===== src/rtl/core/cfwc_pkg.sv =====
// ---------------------------------------------------------------------------
// Convolver core package
// Sizes, command and register codes, and types shared by the core modules.
// ---------------------------------------------------------------------------
`timescale 1ns / 1ps

package cfwc_pkg;

  localparam int MAX_TAPS    = 64;
  localparam int SAMPLE_BITS = 16;
  localparam int COEF_BITS   = 16;
  localparam int FIELD_BITS  = 16;
  localparam int ACC_W       = 40;
  localparam int PROD_W      = SAMPLE_BITS + COEF_BITS;
  localparam int TERM_W      = PROD_W + 1;
  localparam int POS_W       = 16;
  localparam int CNT_W       = 17;
  localparam int TAP_COUNT_W = 7;
  localparam int TAP_INDEX_W = 6;
  localparam int CMD_W       = 2;
  localparam int CFG_INDEX_W = 2;
  localparam int CFG_DATA_W  = 16;
  localparam int IN_TDATA_W  = 72;
  localparam int IN_TUSER_W  = 3;
  localparam int OUT_TDATA_W = 96;

  localparam logic [CNT_W-1:0] POS_MAX = '1;

  localparam logic [CMD_W-1:0] CMD_LOAD   = CMD_W'(0);
  localparam logic [CMD_W-1:0] CMD_SAMPLE = CMD_W'(1);
  localparam logic [CMD_W-1:0] CMD_FLUSH  = CMD_W'(2);
  localparam logic [CMD_W-1:0] CMD_UNUSED = CMD_W'(3);

  localparam logic [CFG_INDEX_W-1:0] REG_TAP_COUNT    = CFG_INDEX_W'(0);
  localparam logic [CFG_INDEX_W-1:0] REG_TAPS_REAL    = CFG_INDEX_W'(1);
  localparam logic [CFG_INDEX_W-1:0] REG_WINDOW_START = CFG_INDEX_W'(2);
  localparam logic [CFG_INDEX_W-1:0] REG_WINDOW_LEN   = CFG_INDEX_W'(3);

  typedef struct packed {
    logic                    valid;
    logic signed [ACC_W-1:0] i;
    logic signed [ACC_W-1:0] q;
  } wave_t;

  typedef struct packed {
    logic                   shift;
    logic                   clear;
    logic                   load;
    logic                   zero_in;
    logic                   real_mode;
    logic [TAP_COUNT_W-1:0] tap_count;
  } cell_ctrl_t;

  function automatic logic signed [SAMPLE_BITS-1:0] to_hist(input logic [FIELD_BITS-1:0] raw);
    logic [31:0] wide;
    wide = 32'(raw);
    return wide[SAMPLE_BITS-1:0];
  endfunction

endpackage


===== src/rtl/core/cfwc_cell.sv =====
// ---------------------------------------------------------------------------
// Convolver cell
// Holds one history sample and one tap, forms their product term, and adds
// it to the partial sum that walks down the chain.
// ---------------------------------------------------------------------------
`timescale 1ns / 1ps

module cfwc_cell
  import cfwc_pkg::*;
(
  input  logic                          clk,
  input  logic                          rst,
  input  logic                          shift,
  input  logic signed [SAMPLE_BITS-1:0] hist_in_i,
  input  logic signed [SAMPLE_BITS-1:0] hist_in_q,
  input  logic                          load,
  input  logic signed [COEF_BITS-1:0]   coef_i,
  input  logic signed [COEF_BITS-1:0]   coef_q,
  input  logic                          real_mode,
  input  logic                          active,
  input  wave_t                         wave_in,
  output logic signed [SAMPLE_BITS-1:0] hist_i,
  output logic signed [SAMPLE_BITS-1:0] hist_q,
  output wave_t                         wave_out
);

  logic signed [COEF_BITS-1:0] tap_i;
  logic signed [COEF_BITS-1:0] tap_q;
  logic signed [PROD_W-1:0]    p_ii;
  logic signed [PROD_W-1:0]    p_qq;
  logic signed [PROD_W-1:0]    p_iq;
  logic signed [PROD_W-1:0]    p_qi;
  logic signed [TERM_W-1:0]    term_i;
  logic signed [TERM_W-1:0]    term_q;

  always_ff @(posedge clk) begin
    if (rst) begin
      hist_i <= '0;
      hist_q <= '0;
    end else if (shift) begin
      hist_i <= hist_in_i;
      hist_q <= hist_in_q;
    end
  end

  always_ff @(posedge clk) begin
    if (load) begin
      tap_i <= coef_i;
      tap_q <= coef_q;
    end
  end

  always_ff @(posedge clk) begin
    p_ii <= hist_i * tap_i;
    p_qq <= hist_q * tap_q;
    p_iq <= hist_i * tap_q;
    p_qi <= hist_q * tap_i;
  end

  always_ff @(posedge clk) begin
    if (!active) begin
      term_i <= '0;
      term_q <= '0;
    end else if (real_mode) begin
      term_i <= TERM_W'(p_ii);
      term_q <= TERM_W'(p_qi);
    end else begin
      term_i <= TERM_W'(p_ii) - TERM_W'(p_qq);
      term_q <= TERM_W'(p_iq) + TERM_W'(p_qi);
    end
  end

  always_ff @(posedge clk) begin
    if (rst) begin
      wave_out.valid <= 1'b0;
    end else begin
      wave_out.valid <= wave_in.valid;
    end
    wave_out.i <= wave_in.i + ACC_W'(term_i);
    wave_out.q <= wave_in.q + ACC_W'(term_q);
  end

endmodule


===== config.mk =====
export PLATFORM = sky130hd
export DESIGN_NAME = cfwc_cell
export DESIGN_NICKNAME = d
export VERILOG_FILES = /design/src/rtl/core/cfwc_pkg.sv /design/src/rtl/core/cfwc_cell.sv
export SDC_FILE = /design/constraint.sdc
export NUM_CORES = 2
export LEC_CHECK = 0
export ABC_AREA = 0
export ABC_CLOCK_PERIOD_IN_PS = 6000
export BUFFER_PORTS_ARGS = -buffer_cell sky130_fd_sc_hd__clkbuf_2
export CELL_PAD_IN_SITES_DETAIL_PLACEMENT = 0
export CELL_PAD_IN_SITES_GLOBAL_PLACEMENT = 1
export CORE_UTILIZATION = 46
export CTS_CLUSTER_DIAMETER = 50
export DETAILED_ROUTE_END_ITERATION = 8
export PLACE_DENSITY = 0.77
export SLEW_MARGIN = 30
export SYNTH_ARGS = -nofsm -noshare
export SYNTH_HDL_FRONTEND = slang
export SYNTH_SLANG_ARGS = --single-unit

===== constraint.sdc =====
create_clock -name clk -period 6 [get_ports clk]
set_input_delay 1.2 -clock clk [delete_from_list [all_inputs] [get_ports clk]]
set_output_delay 1.2 -clock clk [all_outputs]
set_load 0.005 [all_outputs]

After elaboration in Yosys (flattened, before gate mapping)
Index checks and enable logic that the tools add are counted.
Widths: inputs -> output; s select.
- flip-flop bits (word level): 339
- input bits: 151
- logic and storage cells: 23
- $add $sub $neg: 4
- $mul: 4
- mux-type cells: 2
- operator list (cell ; number):
    $mul 16x16->32 ; 4
    $add 40x33->40 ; 2
    $mux 33 ; 2
    $add 32x32->33 ; 1
    $sub 32x32->33 ; 1

Logic depth before layout (Yosys ltp)
- depth in word-level cells: 2
- depth in mapped cells: 24
- mapped depth without buffers: 23

Worst setup path before layout
Ideal clock, no wire load.
- path kind: register to register
- start point: register hist_i[15]
- end point: register p_ii[31]
- setup time: 0.122 ns
- data arrival time: 6.005 ns
- slack: -0.127 ns
- cell stages (with the launch flop): 21
- path through: dfxtp_1 > clkbuf_1 > nand2_1 > inv_1 > fa_1 > fa_1 > fa_1 > fa_1 > fa_1 > inv_1 > fa_1 > inv_1 > ha_1 > a21o_1 > a21o_1 > a21oi_1 > o21ai_0 > o2bb2ai_1 > o31ai_1 > a21oi_1 > a311o_1
- longest elaborated chain between the ends: 1
- ends and longest elaborated chain (item ; RTL line ; source):
    start: declaration ; cfwc_cell.sv:22 ; output logic signed [SAMPLE_BITS-1:0] hist_i,
    start signal: assignment ; cfwc_cell.sv:41 ; hist_i <= hist_in_i;
    $mul 16x16->32 ; cfwc_cell.sv:54 ; p_ii <= hist_i * tap_i;
    end signal: assignment ; cfwc_cell.sv:54 ;
    end: declaration ; cfwc_cell.sv:29 ; logic signed [PROD_W-1:0] p_ii;
No other way between the ends.
A chain may end at the register's enable or synchronous reset.

Final worst setup path
- start point: register tap_q[6]
- end point: register p_qq[25]
- longest elaborated chain between the ends: 1
- ends and longest elaborated chain (item ; RTL line ; source):
    start: declaration ; cfwc_cell.sv:28 ; logic signed [COEF_BITS-1:0] tap_q;
    start signal: assignment ; cfwc_cell.sv:49 ; tap_q <= coef_q;
    $mul 16x16->32 ; cfwc_cell.sv:55 ; p_qq <= hist_q * tap_q;
    end signal: assignment ; cfwc_cell.sv:55 ;
    end: declaration ; cfwc_cell.sv:30 ; logic signed [PROD_W-1:0] p_qq;
No other way between the ends.

==> impl_metrics.json <==
{
  "outcome": "complete, but fails checks",
  "failed_checks": "setup timing",
  "peakVddDrop_uv": 543,
  "globalplace.congestion": 0.903,
  "cts.reportedPaths.clkPinSlew_ps": 60,
  "critPathMaxFanout": 6,
  "drc_errors": 0,
  "whs_ps": 439,
  "cp_top_family": "adder cells",
  "layout_commonest_cell": "inv_1",
  "cts_root_buf": "clkbuf_16",
  "critPathMaxStageDelay_ps": 550,
  "syn_to_final_growth_pct": 21.3,
  "post-route-util_pct": 56.6,
  "vias": 43000,
  "grt_pass1_vias": 45300,
  "hold_viol": 0,
  "syn_avg_cell_area_sq_um": 9.16,
  "multi_input_area_sq_mm": 0.0441,
  "power_density_mw_per_mm2": 552,
  "wirelength_mm": 159,
  "setup_viol": 33,
  "htreeDepth": 3,
  "drive_gt1_share_pct": 18.6,
  "async_flop_share_pct": 0,
  "nNetsFinal": 8396,
  "drtAntennaViolNets": 0,
  "die_h_um": 349,
  "antenna_found_initial": 6,
  "wl_per_cell_um": 19.0,
  "grt_pass1_wl_mm": 248,
  "fin_total_pwr_mw": 37.1,
  "cp_cell_sequence": "buf_6, and2_4, fa_1, inv_2, fa_1, fa_1, inv_1, fa_1, fa_1, inv_2, fa_1, inv_2, ha_4, and4_4, and4_4, a21boi_2, a211o_1, a22o_1, o41a_1, a21o_1, a21oi_2, xnor2_1",
  "crit_required_ps": 6540,
  "skew_ps": 35.5,
  "syn_nets": 7722,
  "grt_max_degree": 89,
  "critPathLaunchType": "register",
  "critPathMostFrequentCell": "fa_1",
  "cts_tree": "done",
  "synth-edff-count": 32,
  "seq_area_sq_mm": 0.00712,
  "dieArea_sq_mm": 0.122,
  "gr-total-overflow": 0,
  "rows": 126,
  "drt-initial-drc-count": 2676,
  "rsz0062_at_grt": "yes",
  "grt_usage_pct": 26.4,
  "portBuffers": 263,
  "postSynthCellCount": 6049,
  "worstPathArrival_ps": 6810,
  "yosysSeqAreaShare_pct": 12.8,
  "relSlewSlack_pct": 34.6,
  "cts_sinks": 339,
  "vias_per_cell": 5.13,
  "fillers": 10700,
  "worst_slack_ps": -270,
  "core-area_sq_mm": 0.119,
  "clk_path_buf_depth": 3,
  "period_share_pct": 105,
  "worstSetupPathType": "register to register",
  "yosysUniqueCellTypes": 84,
  "numCtsBuffers": 69,
  "drv_cap": 0,
  "holdCritPathClass": "register to register",
  "p_leak_nw": 34.3,
  "fmax_ghz": 0.159,
  "period_needed_ps": 6270,
  "clock_latency_ps": 680,
  "synth-seq-cells": 339,
  "firstDrtPassIters": 6,
  "yosys_warnings": 0,
  "start_util_pct": 46.7,
  "final_cell_mix": "inv_1 (1,204), fa_1 (1,011), nand2_1 (617)",
  "crit_path_top_delay_cell": "fa_1",
  "synth_ff_type": "dfxtp_1",
  "finalMaxSlewViolations": 0,
  "worst_pin_slew_ps": 981,
  "netlist_area_sq_mm": 0.0554,
  "hpwlAfterDp_mm": 128,
  "num_io_pins": 264,
  "crit_buf_inv": 5,
  "cp-end-kind": "register",
  "die-width_um": 349
}
-- per-layer routing --
| layer | vias up | global-route usage (%) | part of all wire (%) |
|---|---|---|---|
| li1 | 20000 | - | - |
| met1 | 21500 | 35.1 | 43 |
| met2 | 1234 | 43.1 | 46 |
| met3 | 227 | 5.17 | 7.1 |
| met4 | 4 | 8.54 | 3.5 |
| met5 | - | 0 | 0.029 |
-- cells in the mapped netlist, types with 11 or more instances --
| master | instances | area [sq um] |
|---|---|---|
| a211oi_1 | 19 | 143 |
| a21o_1 | 131 | 983 |
| a21oi_1 | 211 | 1060 |
| a31oi_1 | 23 | 144 |
| and2_1 | 531 | 3320 |
| and3_1 | 19 | 119 |
| and4_1 | 12 | 105 |
| clkbuf_1 | 242 | 908 |
| dfxtp_1 | 307 | 6150 |
| edfxtp_1 | 32 | 961 |
| fa_1 | 1052 | 21100 |
| ha_1 | 470 | 5880 |
| inv_1 | 1241 | 4660 |
| mux2i_1 | 41 | 410 |
| nand2_1 | 631 | 2370 |
| nand2b_1 | 49 | 307 |
| nand3_1 | 63 | 315 |
| nand4_1 | 25 | 156 |
| nor2_1 | 197 | 739 |
| nor2b_1 | 29 | 181 |
| nor3_1 | 37 | 185 |
| nor4_1 | 14 | 87.6 |
| o211a_1 | 11 | 110 |
| o211ai_1 | 18 | 135 |
| o21a_1 | 37 | 278 |
| o21ai_0 | 122 | 611 |
| o21ai_1 | 27 | 135 |
| o21bai_1 | 33 | 248 |
| o31ai_1 | 24 | 180 |
| xnor2_1 | 178 | 1560 |
| xor2_1 | 64 | 561 |
-- path summary, 6_finish.rpt --
| kind | start | end | slack (ps) | cells after the start |
|---|---|---|---|---|
| worst max-delay path | tap_q[6] | p_qq[25] | -270 | 22 |
| worst min-delay path | term_q[0] | wave_out[0] | 440 | 1 |
| worst max register to register | tap_q[6] | p_qq[25] | -270 | 22 |
| worst min register to register | term_q[0] | wave_out[0] | 440 | 1 |
-- final cells by class --
class | instances | share of cell area [%]
inverter | 1241 | 6.93
clock inverter | 48 | 0.895
sequential | 339 | 10.6
tap | 1600 | 2.98
antenna | 1 | 0.00372
timing repair buffer | 854 | 10.3
multi-input combinational | 4218 | 65.6
clock buffer | 78 | 2.71
-- where the power goes --
part | switching, mW | internal (mW)
clock network | 1.53 | 2.51
logic | 15.9 | 13.1
registers | 0.623 | 3.40
total | 18.1 | 19.1
-- cells by family (layout without fill, tap and decap cells) --
| kind of cell | Yosys count | count (layout) | share of synthesized area [%] |
|---|---|---|---|
| AND/OR/NAND/NOR | 1654 | 1654 | 14.9 |
| adder cells (fa/ha/maj) | 1522 | 1522 | 48.6 |
| AO/OA/AOI/OAI | 759 | 759 | 9.01 |
| flip-flops | 339 | 339 | 12.8 |
| XOR/XNOR | 242 | 242 | 3.82 |
| other | 0 | 1 | 0 |
| multiplexers | 41 | 41 | 0.740 |
| buffers and inverters | 1492 | 2221 | 10.1 |
-- flip-flops by register name, summed over array words and instances (netlist names) --
register / cells
term_i: 33
hist_i: 16
p_iq: 32
tap_q: 16
wave_out: 81
p_qq: 32
hist_q: 16
tap_i: 16
term_q: 33
p_ii: 32
p_qi: 32
-- repair_timing --
| action | 4_1_cts | 5_1_grt |
|---|---|---|
| gates resized for setup | 109 | 228 |
| cloned | 4 | 9 |
| hold buffers | 0 | 0 |
| buffers inserted | 13 | 43 |
| pin swaps | 39 | 151 |
| setup endpoints to repair | 45 | 61 |
-- metrics by stage --
step	worst slack, ps	std cells	area (sq um)	setup TNS (ps)
after global placement	-292	8194	62600	-3780
final	-270	8379	67200	-3490
after CTS	-218	8336	65800	-1280
after detailed placement	-483	8194	62700	-7070
after global routing	-442	8378	67200	-10570
after floorplan	6.03	6049	55500	0
No activity file was read; power rests on OpenSTA's default activity.
