==> src/rtl/core/cfwc_pkg.sv <==
// ---------------------------------------------------------------------------
// Convolver core package
// Sizes, command and register codes, and types shared by the core modules.
// ---------------------------------------------------------------------------
`timescale 1ns / 1ps

package cfwc_pkg;

  localparam int MAX_TAPS    = 64;
  localparam int SAMPLE_BITS = 16;
  localparam int COEF_BITS   = 16;
  localparam int FIELD_BITS  = 16;
  localparam int ACC_W       = 40;
  localparam int PROD_W      = SAMPLE_BITS + COEF_BITS;
  localparam int TERM_W      = PROD_W + 1;
  localparam int POS_W       = 16;
  localparam int CNT_W       = 17;
  localparam int TAP_COUNT_W = 7;
  localparam int TAP_INDEX_W = 6;
  localparam int CMD_W       = 2;
  localparam int CFG_INDEX_W = 2;
  localparam int CFG_DATA_W  = 16;
  localparam int IN_TDATA_W  = 72;
  localparam int IN_TUSER_W  = 3;
  localparam int OUT_TDATA_W = 96;

  localparam logic [CNT_W-1:0] POS_MAX = '1;

  localparam logic [CMD_W-1:0] CMD_LOAD   = CMD_W'(0);
  localparam logic [CMD_W-1:0] CMD_SAMPLE = CMD_W'(1);
  localparam logic [CMD_W-1:0] CMD_FLUSH  = CMD_W'(2);
  localparam logic [CMD_W-1:0] CMD_UNUSED = CMD_W'(3);

  localparam logic [CFG_INDEX_W-1:0] REG_TAP_COUNT    = CFG_INDEX_W'(0);
  localparam logic [CFG_INDEX_W-1:0] REG_TAPS_REAL    = CFG_INDEX_W'(1);
  localparam logic [CFG_INDEX_W-1:0] REG_WINDOW_START = CFG_INDEX_W'(2);
  localparam logic [CFG_INDEX_W-1:0] REG_WINDOW_LEN   = CFG_INDEX_W'(3);

  typedef struct packed {
    logic                    valid;
    logic signed [ACC_W-1:0] i;
    logic signed [ACC_W-1:0] q;
  } wave_t;

  typedef struct packed {
    logic                   shift;
    logic                   clear;
    logic                   load;
    logic                   zero_in;
    logic                   real_mode;
    logic [TAP_COUNT_W-1:0] tap_count;
  } cell_ctrl_t;

  function automatic logic signed [SAMPLE_BITS-1:0] to_hist(input logic [FIELD_BITS-1:0] raw);
    logic [31:0] wide;
    wide = 32'(raw);
    return wide[SAMPLE_BITS-1:0];
  endfunction

endpackage

==> src/rtl/core/cfwc_ctrl.sv <==
// ---------------------------------------------------------------------------
// Convolver control
// Configuration registers, request handshake, position tracking, launch of
// the partial sum into the chain and the result output register.
// ---------------------------------------------------------------------------
`timescale 1ns / 1ps

module cfwc_ctrl
  import cfwc_pkg::*;
(
  input  logic                          clk,
  input  logic                          rst,
  input  logic                          cfg_wr_en,
  input  logic [CFG_INDEX_W-1:0]        cfg_index,
  input  logic [CFG_DATA_W-1:0]         cfg_data,
  input  logic                          s_tvalid,
  output logic                          s_tready,
  input  logic [CMD_W-1:0]              cmd,
  input  logic                          first_sample,
  output logic                          m_tvalid,
  input  logic                          m_tready,
  output logic signed [ACC_W-1:0]       out_i,
  output logic signed [ACC_W-1:0]       out_q,
  output logic [POS_W-1:0]              out_pos,
  output cell_ctrl_t                    ctl,
  output wave_t                         start,
  input  wave_t                         tail
);

  typedef enum logic [1:0] {
    ST_IDLE,
    ST_RUN,
    ST_HOLD
  } state_t;

  state_t                  state;
  logic [TAP_COUNT_W-1:0]  tap_count;
  logic                    taps_real;
  logic [POS_W-1:0]        window_start;
  logic [POS_W-1:0]        window_len;
  logic [CNT_W-1:0]        pos_cnt;
  logic [2:0]              launch;
  logic                    emit_pend;
  logic [POS_W-1:0]        pos_pend;
  logic signed [ACC_W-1:0] res_i;
  logic signed [ACC_W-1:0] res_q;

  logic                    accept;
  logic [CNT_W-1:0]        p;
  logic [CNT_W-1:0]        p_next;
  logic [CNT_W-1:0]        diff;
  logic                    emit;

  assign s_tready = (state == ST_IDLE);
  assign accept   = s_tvalid && s_tready;

  always_comb begin
    ctl.shift     = accept && ((cmd == CMD_SAMPLE) || (cmd == CMD_FLUSH));
    ctl.clear     = first_sample;
    ctl.load      = accept && (cmd == CMD_LOAD);
    ctl.zero_in   = (cmd != CMD_SAMPLE);
    ctl.real_mode = taps_real;
    ctl.tap_count = tap_count;
  end

  always_comb begin
    start.valid = launch[2];
    start.i     = '0;
    start.q     = '0;
  end

  always_comb begin
    p      = first_sample ? '0 : pos_cnt;
    p_next = (p < POS_MAX) ? p + CNT_W'(1) : p;
    diff   = p - CNT_W'(window_start);
    emit   = (p >= CNT_W'(window_start)) && (diff < CNT_W'(window_len));
  end

  always_ff @(posedge clk) begin
    if (rst) begin
      state        <= ST_IDLE;
      tap_count    <= TAP_COUNT_W'(1);
      taps_real    <= 1'b0;
      window_start <= '0;
      window_len   <= '0;
      pos_cnt      <= '0;
      launch       <= '0;
      m_tvalid     <= 1'b0;
    end else begin
      if (cfg_wr_en) begin
        case (cfg_index)
          REG_TAP_COUNT:    tap_count    <= cfg_data[TAP_COUNT_W-1:0];
          REG_TAPS_REAL:    taps_real    <= cfg_data[0];
          REG_WINDOW_START: window_start <= cfg_data[POS_W-1:0];
          REG_WINDOW_LEN:   window_len   <= cfg_data[POS_W-1:0];
          default: ;
        endcase
      end

      launch <= {launch[1:0], ctl.shift};

      if (m_tvalid && m_tready && (state != ST_HOLD)) begin
        m_tvalid <= 1'b0;
      end

      case (state)
        ST_IDLE: begin
          if (ctl.shift) begin
            pos_cnt   <= p_next;
            emit_pend <= emit;
            pos_pend  <= diff[POS_W-1:0];
            state     <= ST_RUN;
          end
        end
        ST_RUN: begin
          if (tail.valid) begin
            res_i <= tail.i;
            res_q <= tail.q;
            state <= emit_pend ? ST_HOLD : ST_IDLE;
          end
        end
        ST_HOLD: begin
          if (!m_tvalid || m_tready) begin
            m_tvalid <= 1'b1;
            out_i    <= res_i;
            out_q    <= res_q;
            out_pos  <= pos_pend;
            state    <= ST_IDLE;
          end
        end
        default: begin
          state <= ST_IDLE;
        end
      endcase
    end
  end

endmodule

==> config.mk <==
export PLATFORM = sky130hd
export DESIGN_NAME = cfwc_ctrl
export DESIGN_NICKNAME = d
export VERILOG_FILES = /design/src/rtl/core/cfwc_pkg.sv /design/src/rtl/core/cfwc_ctrl.sv
export SDC_FILE = /design/constraint.sdc
export NUM_CORES = 1
export LEC_CHECK = 0
export BUFFER_PORTS_ARGS = -buffer_cell sky130_fd_sc_hd__buf_2
export CORE_MARGIN = 4
export CORE_UTILIZATION = 50
export CTS_CLUSTER_DIAMETER = 30
export DETAILED_ROUTE_END_ITERATION = 16
export PLACE_DENSITY = 0.77
export REMOVE_ABC_BUFFERS = 1
export SETUP_SLACK_MARGIN = 0.02
export SLEW_MARGIN = 10
export SYNTH_ARGS = -nofsm -noshare
export SYNTH_HDL_FRONTEND = slang
export SYNTH_SLANG_ARGS = --single-unit
==> constraint.sdc <==
create_clock -name clk -period 12.05 [get_ports clk]
set_clock_uncertainty 0.1 [all_clocks]
set_input_delay 1.205 -clock clk [delete_from_list [all_inputs] [get_ports clk]]
set_output_delay 1.205 -clock clk [all_outputs]
set_load 0.02 [all_outputs]
# [Word-level counts from Yosys, hierarchy flattened]
# Index checks and enable logic that the tools add are counted.
[word_totals] regBits=256 input_bits=107 out_inout_bits=191 wordCells=64
[classes] n_addsub=2 magnitude_cmp=3 eq_ne=12 n_mux=10 n_bitwise=1 reduce_logical=21
[ops] op="2-to-1 mux 17 bit" count=2
[ops] op="adder 17 x 1 -> 17 bit (second input constant)" count=1
[ops] op=">= comparator 17 x 16 -> 1 bit" count=1
[ops] op="less-than comparator 17 x 16 -> 1 bit" count=1
[ops] op="less-than comparator 17 bit (second input constant)" count=1
[ops] op="subtractor 17 x 16 -> 17 bit" count=1
[ops] op="AND reduction 3 bit" count=4
[ops] op="AND reduction 2 bit" count=5
[ops] op="equality test 2 bit (second input constant)" count=4
[ops] op="2-to-1 mux 2 bit" count=4
[ops] op="equality test 2 x 1 -> 1 bit (second input constant)" count=3
[ops] op="logical AND 1 bit" count=6
[ops] op="zero test 2 bit" count=3
[ops] op="!= test 2 bit (second input constant)" count=3
[ops] op="case mux 2 bit (3 select lines)" count=1
[ops] op="!= test 2 x 1 -> 1 bit (second input constant)" count=2
[ops] op="2-to-1 mux 1 bit" count=3
[ops] op="logical OR 1 bit" count=2
[ops] op="zero test 1 bit" count=1
[ops] op="inverter 1 bit" count=1

# [Longest topological paths before layout]
# Gate-level depths: netlist of the first run.
[depth] ltp_word=5 mapped_depth=17 ltp_nobuf=16

# [Worst setup path before layout of the first run]
# No wires, ideal clock.
[synth_path] path_kind="input port to flip-flop" start="input port rst" end="register out_i[0] (enable)" setup_time_ps=688 t_arrival_ps=8429 t_required_ps=11262 path_slack_ps=2833 stages=2 path_buffers=1 path_cell_list="clkbuf_1 nor3b_1"
[synth_between] elab_chain_len=2
[synth_lines] item="start, declared" line_no="cfwc_ctrl.sv:12" rtl="input logic rst,"
[synth_lines] item="inverter 1 bit (no line)"
[synth_lines] item="AND reduction 3 bit (no line)"
[synth_lines] item="end signal, assigned" line_no="cfwc_ctrl.sv:125" rtl="out_i <= res_i;"
[synth_lines] item="end, declared" line_no="cfwc_ctrl.sv:22" rtl="output logic signed [ACC_W-1:0] out_i,"
# No other way between the ends.
# A chain may end at the register's enable or synchronous reset.

# [Final worst setup path of the first run]
[layout_path] start="input port first_sample" end="register emit_pend (data pin)"
[layout_between] elab_chain_len=4 elab_cells_between_ends=5 cone_classes="1 x add/sub; 2 x order compare; 1 x mux; 1 x reduce/logical"
[layout_lines] item="start, declared" line_no="cfwc_ctrl.sv:19" rtl="input logic first_sample,"
[layout_lines] item="2-to-1 mux 17 bit" line_no="cfwc_ctrl.sv:73" rtl="p = first_sample ? '0 : pos_cnt;"
[layout_lines] item="subtractor 17 x 16 -> 17 bit" line_no="cfwc_ctrl.sv:75" rtl="diff = p - CNT_W'(window_start);"
[layout_lines] item="named net diff[8]" line_no="cfwc_ctrl.sv:51" rtl="logic [CNT_W-1:0] diff;"
[layout_lines] item="less-than comparator 17 x 16 -> 1 bit" line_no="cfwc_ctrl.sv:76" rtl="emit = (p >= CNT_W'(window_start)) && (diff < CNT_W'(window_len));"
[layout_lines] item="logical AND 1 bit" line_no="cfwc_ctrl.sv:76"
[layout_lines] item="named net emit" line_no="cfwc_ctrl.sv:52" rtl="logic emit;"
[layout_lines] item="end signal, assigned" line_no="cfwc_ctrl.sv:110" rtl="emit_pend <= emit;"
[layout_lines] item="end, declared" line_no="cfwc_ctrl.sv:43" rtl="logic emit_pend;"
# The timed path passes the listed nets, and every way through them passes these cells.

==> flow_metrics.tcl, run 1 <==
set metrics [dict create \
    dr.pass1.iters 5 \
    drt-initial-drc-count 391 \
    htree_levels 2 \
    routed-wl-met3_um 2090 \
    core_area_mm2 0.0202 \
    maxCapViolCount 0 \
    start_util_pct 50.9 \
    period_needed_ns 4.98 \
    worst_slew_margin_rel_pct 31.8 \
    dieHeight_um 151 \
    synthTopCellsByArea "edfxtp_1 56%, dfxtp_1 12%, buf_4 6.1%, ha_1 4.0%, nand2_1 3.6%" \
    crit_type "input pin to flop" \
    multi_input_area_mm2 0.00268 \
    fillers 1528 \
    pin_count 298 \
    setup_violations 0 \
    synthTopCellsByCount "193 x edfxtp_1, 98 x nand2_1, 83 x buf_4" \
    maxSlewViolCount 0 \
    synth_most_common_cell "edfxtp_1" \
    max_freq_mhz 201 \
    seqCellArea_mm2 0.00706 \
    io_buffers 217 \
    avgSynthCellArea_um2 13.1 \
    fin_crit_sh_pct 41.3 \
    async_flop_share_pct 0 \
    grt_pass1_vias 6275 \
    antenna_found_initial 2 \
    place.gp.congestion 0.858 \
    drtAntennaViolNets 0 \
    cp-end-kind "flop" \
    syn_area_mm2 0.0103 \
    top_layer_used "met5" \
    finalHoldViolCount 0 \
    post-place-ws_ns 6.61 \
    leakagePower_nw 5.15 \
    status "completed" \
    layout-drive-gt1-share_pct 28.4 \
    avgViaCountPerCell 4.79 \
    ctsHoldBuffers 0 \
    wl_per_cell_um 17.3 \
    ys_warn_count 0 \
    cts_root_buffer "clkbuf_16" \
    clockBufferDepth 3 \
    syn_inst 786 \
    clk_pin_slew_ns 0.05 \
    vias 6432 \
    clkSinkCount 256 \
    wl_met2_um 11900 \
    max_stage_delay_ns 0.52 \
    post_cts_buffers 0 \
    dieArea_mm2 0.0229 \
    hold_path_class "flop to flop" \
    insertion_delay_ns 0.51 \
    irDropWorstVdd_v 0.000111 \
    wl_um 23200 \
    cts_buffers 47 \
    max_slew.worst_pin.slew_ns 1.02 \
    yosys.cell_types.count 53 \
    critPathTopFamily "simple AND/OR/NAND/NOR gates" \
    area_growth_pct 26.0 \
    gr-total-overflow 0 \
    synth_edf_count 193 \
    ys_seq_area_share_pct 68.6 \
    critPathLaunchType "input pin" \
    route.detailed.drc 0 \
    yosysTopAreaCell "edfxtp_1" \
    cellPowerDensity_mw_per_mm2 185 \
    critPathMaxFanout 21 \
    rsz0062_at_grt "false" \
    path_buf_inv 1 \
    cp_cell_sequence "buf_2 -> nand2b_1 -> ha_1 -> fa_1 -> nor2b_2 -> o31a_1 -> nor3_1 -> o21ai_0 -> a31oi_1 -> xnor2_1 -> ha_1 -> and4_1 -> a221oi_1 -> a211oi_1 -> or4_1 -> nor3_1" \
    nNetsFinal 1178 \
    r2r_setup_slack_ns 7.72 \
    arrival_ns 5.22 \
    wirelength_met1_um 8880 \
    utilization_pct 64.1 \
    grt_max_degree 81 \
    synthFlopType "edfxtp_1" \
    critical_path.slowest_cell "or4_1" \
    synth_top_area_share_pct 56.3 \
    cp.required_ns 12.29 \
    grt_pass1_wl_um 34000 \
    setup_ws_ns 7.07 \
    ys_ff_latch 256 \
    cts_tree "yes" \
    die_x_um 151 \
    fp-row-count 52 \
    grt_usage_pct 19.4 \
    cts-resized-gates 0 \
    dp_hpwl_um 16300 \
    tns_ns 0 \
]
## routing by layer
| metal | GRT usage, % | up-vias |
|---|---|---|
| li1 | - | 3109 |
| met1 | 23.3 | 3052 |
| met2 | 33.2 | 238 |
| met3 | 6.07 | 31 |
| met4 | 6.48 | 2 |
| met5 | 0 | - |
## final cells by class
type | count | share of cell area (%)
inverters | 45 | 1.30
diodes | 1 | 0.0193
repair buffers | 223 | 8.73
clock inverters | 30 | 2.65
flip-flops and latches | 256 | 54.4
clock buffers | 55 | 9.55
multi-input cells | 464 | 20.7
well taps | 270 | 2.61
## logic make-up after synthesis
family	share of synthesized area, %
xor+xnor	2.38
fa+ha+maj	4.21
mux	0.778
flops	68.6
buf+inv	8.33
simple gates	9.71
other cells	0.0364
compound gates	5.98
## state kept, by name (all words and copies together) (netlist names)
| name | cells |
|---|---|
| tap_count | 7 |
| state | 2 |
| m_tvalid | 1 |
| res_i | 40 |
| emit_pend | 1 |
| res_q | 40 |
| window_len | 16 |
| pos_cnt | 17 |
| taps_real | 1 |
| out_q | 40 |
| out_i | 40 |
| window_start | 16 |
| launch | 3 |
| pos_pend | 16 |
| out_pos | 16 |
## through the flow
step | hold slack, ns | cell area (um2) | total power [W] | cells
floorplan | 0.300 | 9900 | 0.00108 | 765
global placement | 0.300 | 11400 | 0.00112 | 1258
detailed placement | 0.305 | 11400 | 0.00113 | 1258
CTS | 0.295 | 13000 | 0.00242 | 1343
global route | 0.303 | 13000 | 0.00249 | 1344
finish | 0.301 | 13000 | 0.00240 | 1344
## report_power, final
group	switching (W)	internal (W)
Sequential	0.00000564	0.000965
Clock	0.000420	0.000861
Combinational	0.0000937	0.0000516
Total	0.000520	0.00188
## cells in the final DEF, fill, tap and decap left out, drive strengths merged, types with 17 or more instances in the layout
cell | Yosys | routed
ha | 33 | 33
a21oi | 48 | 48
nor2b | 22 | 22
nor2 | 45 | 45
xnor2 | 20 | 20
edfxtp | 193 | 193
inv | 45 | 45
conb | 1 | 80
clkinv | 0 | 17
buf | 86 | 223
clkbuf | 14 | 55
nand2 | 98 | 98
dfxtp | 63 | 63
## worst register-to-register path: stages (launching register included)
cell,delay (ns)
dfxtp_1,0.41
nand2b_1,0.15
ha_1,0.24
fa_1,0.43
nor2b_2,0.14
o31a_1,0.17
nor3_1,0.08
o21ai_0,0.32
a31oi_1,0.21
xnor2_1,0.23
ha_1,0.28
and4_1,0.21
a221oi_1,0.33
a211oi_1,0.12
or4_1,0.52
nor3_1,0.22
## final timing paths
path | from | to | cells past startpoint
worst min-delay path | pos_pend[7]$_DFFE_PP_ | out_pos[7]$_DFFE_PP_ | 0
worst max register to register | pos_cnt[0]$_SDFFE_PP0P_ | emit_pend$_DFFE_PP_ | 15
worst min register to register | pos_pend[7]$_DFFE_PP_ | out_pos[7]$_DFFE_PP_ | 0
worst max-delay path | first_sample | emit_pend$_DFFE_PP_ | 16
Note: power is estimated with default switching activity, not from simulation.
==> run 2: changes to the inputs <==
==> constraint.sdc (replaced) <==
create_clock -name clk -period 4.8 [get_ports clk]
set_clock_uncertainty 0.1 [all_clocks]
set_input_delay 0.48 -clock clk [delete_from_list [all_inputs] [get_ports clk]]
set_output_delay 0.48 -clock clk [all_outputs]
set_load 0.02 [all_outputs]
==> flow_metrics.tcl, run 2 (synthesis results as in run 1) <==
set metrics [dict create \
    critPathMaxFanout 5 \
    fillers 1503 \
    period_needed_ns 4.23 \
    start_util_pct 50.9 \
    dr.pass1.iters 5 \
    fin_crit_sh_pct 88.1 \
    finalHoldViolCount 0 \
    cellPowerDensity_mw_per_mm2 465 \
    leakagePower_nw 5.14 \
    critical_path.slowest_cell "or4_1" \
    final_cell_count_no_fill 1344 \
    dieArea_mm2 0.0229 \
    cts_root_buffer "clkbuf_16" \
    clk_pin_slew_ns 0.06 \
    fp-row-count 52 \
    core_area_mm2 0.0202 \
    nNetsFinal 1179 \
    wl_um 23000 \
    clockBufferDepth 3 \
    drtAntennaViolNets 0 \
    max_freq_mhz 236 \
    grt_pass1_wl_um 33800 \
    grt_usage_pct 19.2 \
    placed_cells 1260 \
    grt_max_degree 81 \
    whs_ns 0.0209 \
    cts_tree "yes" \
    status "completed" \
    grt_pass1_vias 6229 \
    top_usage_layer "met2" \
    grt_use_met2_pct 33.0 \
    die_x_um 151 \
    wl_per_cell_um 17.1 \
    cp.required_ns 5.06 \
    cts-resized-gates 0 \
    place.gp.congestion 0.870 \
    pin_count 298 \
    dieHeight_um 151 \
    cp_cell_sequence "nor2b_1 -> ha_1 -> nor2b_2 -> o31a_1 -> nor3_1 -> o21ai_0 -> a31oi_1 -> xnor2_1 -> ha_1 -> and4_1 -> a221oi_1 -> a211oi_1 -> or4_1 -> nor3_1" \
    avgViaCountPerCell 4.73 \
    drt-initial-drc-count 302 \
    gr-total-overflow 0 \
    critPathLaunchType "flop" \
    antenna_found_initial 0 \
    dp_hpwl_um 16100 \
    diodes 0 \
    worst_slew_margin_rel_pct 30.9 \
    met1_usage_pct 23.6 \
    layout-drive-gt1-share_pct 28.8 \
    area_growth_pct 26.1 \
    max_slew.worst_pin.slew_ns 1.04 \
    route.detailed.drc 0 \
    max_stage_delay_ns 0.50 \
    crit_type "flop to flop" \
    maxCapViolCount 0 \
    clkSinkCount 256 \
    hold_path_class "input pin to flop" \
    cts_buffers 45 \
    cp-end-kind "flop" \
    htree_levels 2 \
    rsz0062_at_grt "false" \
    io_buffers 217 \
    irDropWorstVdd_v 0.000305 \
    met3_usage_pct 5.26 \
    arrival_ns 4.50 \
    maxSlewViolCount 0 \
    mostFrequentLayoutCells "217 x buf_2, 193 x edfxtp_1, 98 x nand2_1, 80 x conb_1, 63 x dfxtp_1" \
    insertion_delay_ns 0.52 \
    vias 6351 \
    setup_violations 0 \
    final_common_cell "buf_2" \
    post_cts_buffers 0 \
]
run 2: changes by cell type in the layout (fill, tap and decap cells not counted), sizes merged:
cell         change
buf              +2
clkbuf           -5
clkinv           -7
clkinvlp         +2
diode            -1
dlygate4sd3      +1
inv              +8
run 2: layer usage:
layer	vias up	wire, um
li1	3120	-
met1	2960	8900
met2	237	11500
met3	34	2090
met4	0	444
met5	-	0
run 2: worst max-delay path: cells and delay by family, from the launching register on:
family	cells	cell delay (ns)
flip-flops	1	0.33
AO/OA/AOI/OAI	5	1.29
XOR/XNOR	1	0.20
adder cells (fa/ha/maj)	2	0.61
AND/OR/NAND/NOR	6	1.55
run 2: report_power, final:
group          internal (W)  total (W)  leakage, nW  switching [W]
registers           0.00242    0.00243         2.25      0.0000140
logic              0.000130   0.000365         2.15       0.000235
clock network       0.00211    0.00323        0.744        0.00112
total               0.00466    0.00603         5.14        0.00137
run 2: worst paths after layout:
kind | startpoint | end | slack, ns | cells after the start
setup / recovery | pos_cnt[2]$_SDFFE_PP0P_ | emit_pend$_DFFE_PP_ | 0.57 | 14
setup reg to reg | pos_cnt[2]$_SDFFE_PP0P_ | emit_pend$_DFFE_PP_ | 0.57 | 14
hold / removal | tail[43] | res_i[3]$_DFFE_PP_ | 0.02 | 1
hold reg to reg | pos_pend[5]$_DFFE_PP_ | out_pos[5]$_DFFE_PP_ | 0.31 | 0
run 2: cell type report:
class	count	area [um2]	area share [%]
Sequential cell	256	7060	54.4
Inverter	45	169	1.30
Timing Repair Buffer	226	1160	8.91
Clock inverter	33	405	3.12
Clock buffer	50	1160	8.98
Multi-Input combinational cell	464	2680	20.7
Tap cell	270	338	2.60
run 2: metrics by stage:
stage               power [W]  TNS, ns  instance area, um2  util [%]  worst slack [ns]
floorplan             0.00271  -489.26                9900         -             -3.54
global placement      0.00283        0               11400      56.3             0.272
detailed placement    0.00284        0               11400      56.3             0.228
CTS                   0.00608        0               13000      64.1             0.550
global route          0.00625        0               13000      64.1             0.179
finish                0.00603        0               13000      64.1             0.570
run 2: timing repair:
action | in CTS | in global routing
setup endpoints to repair | 0 | 0
hold buffers | 0 | 1
endpoints found under the hold margin | 0 | 1
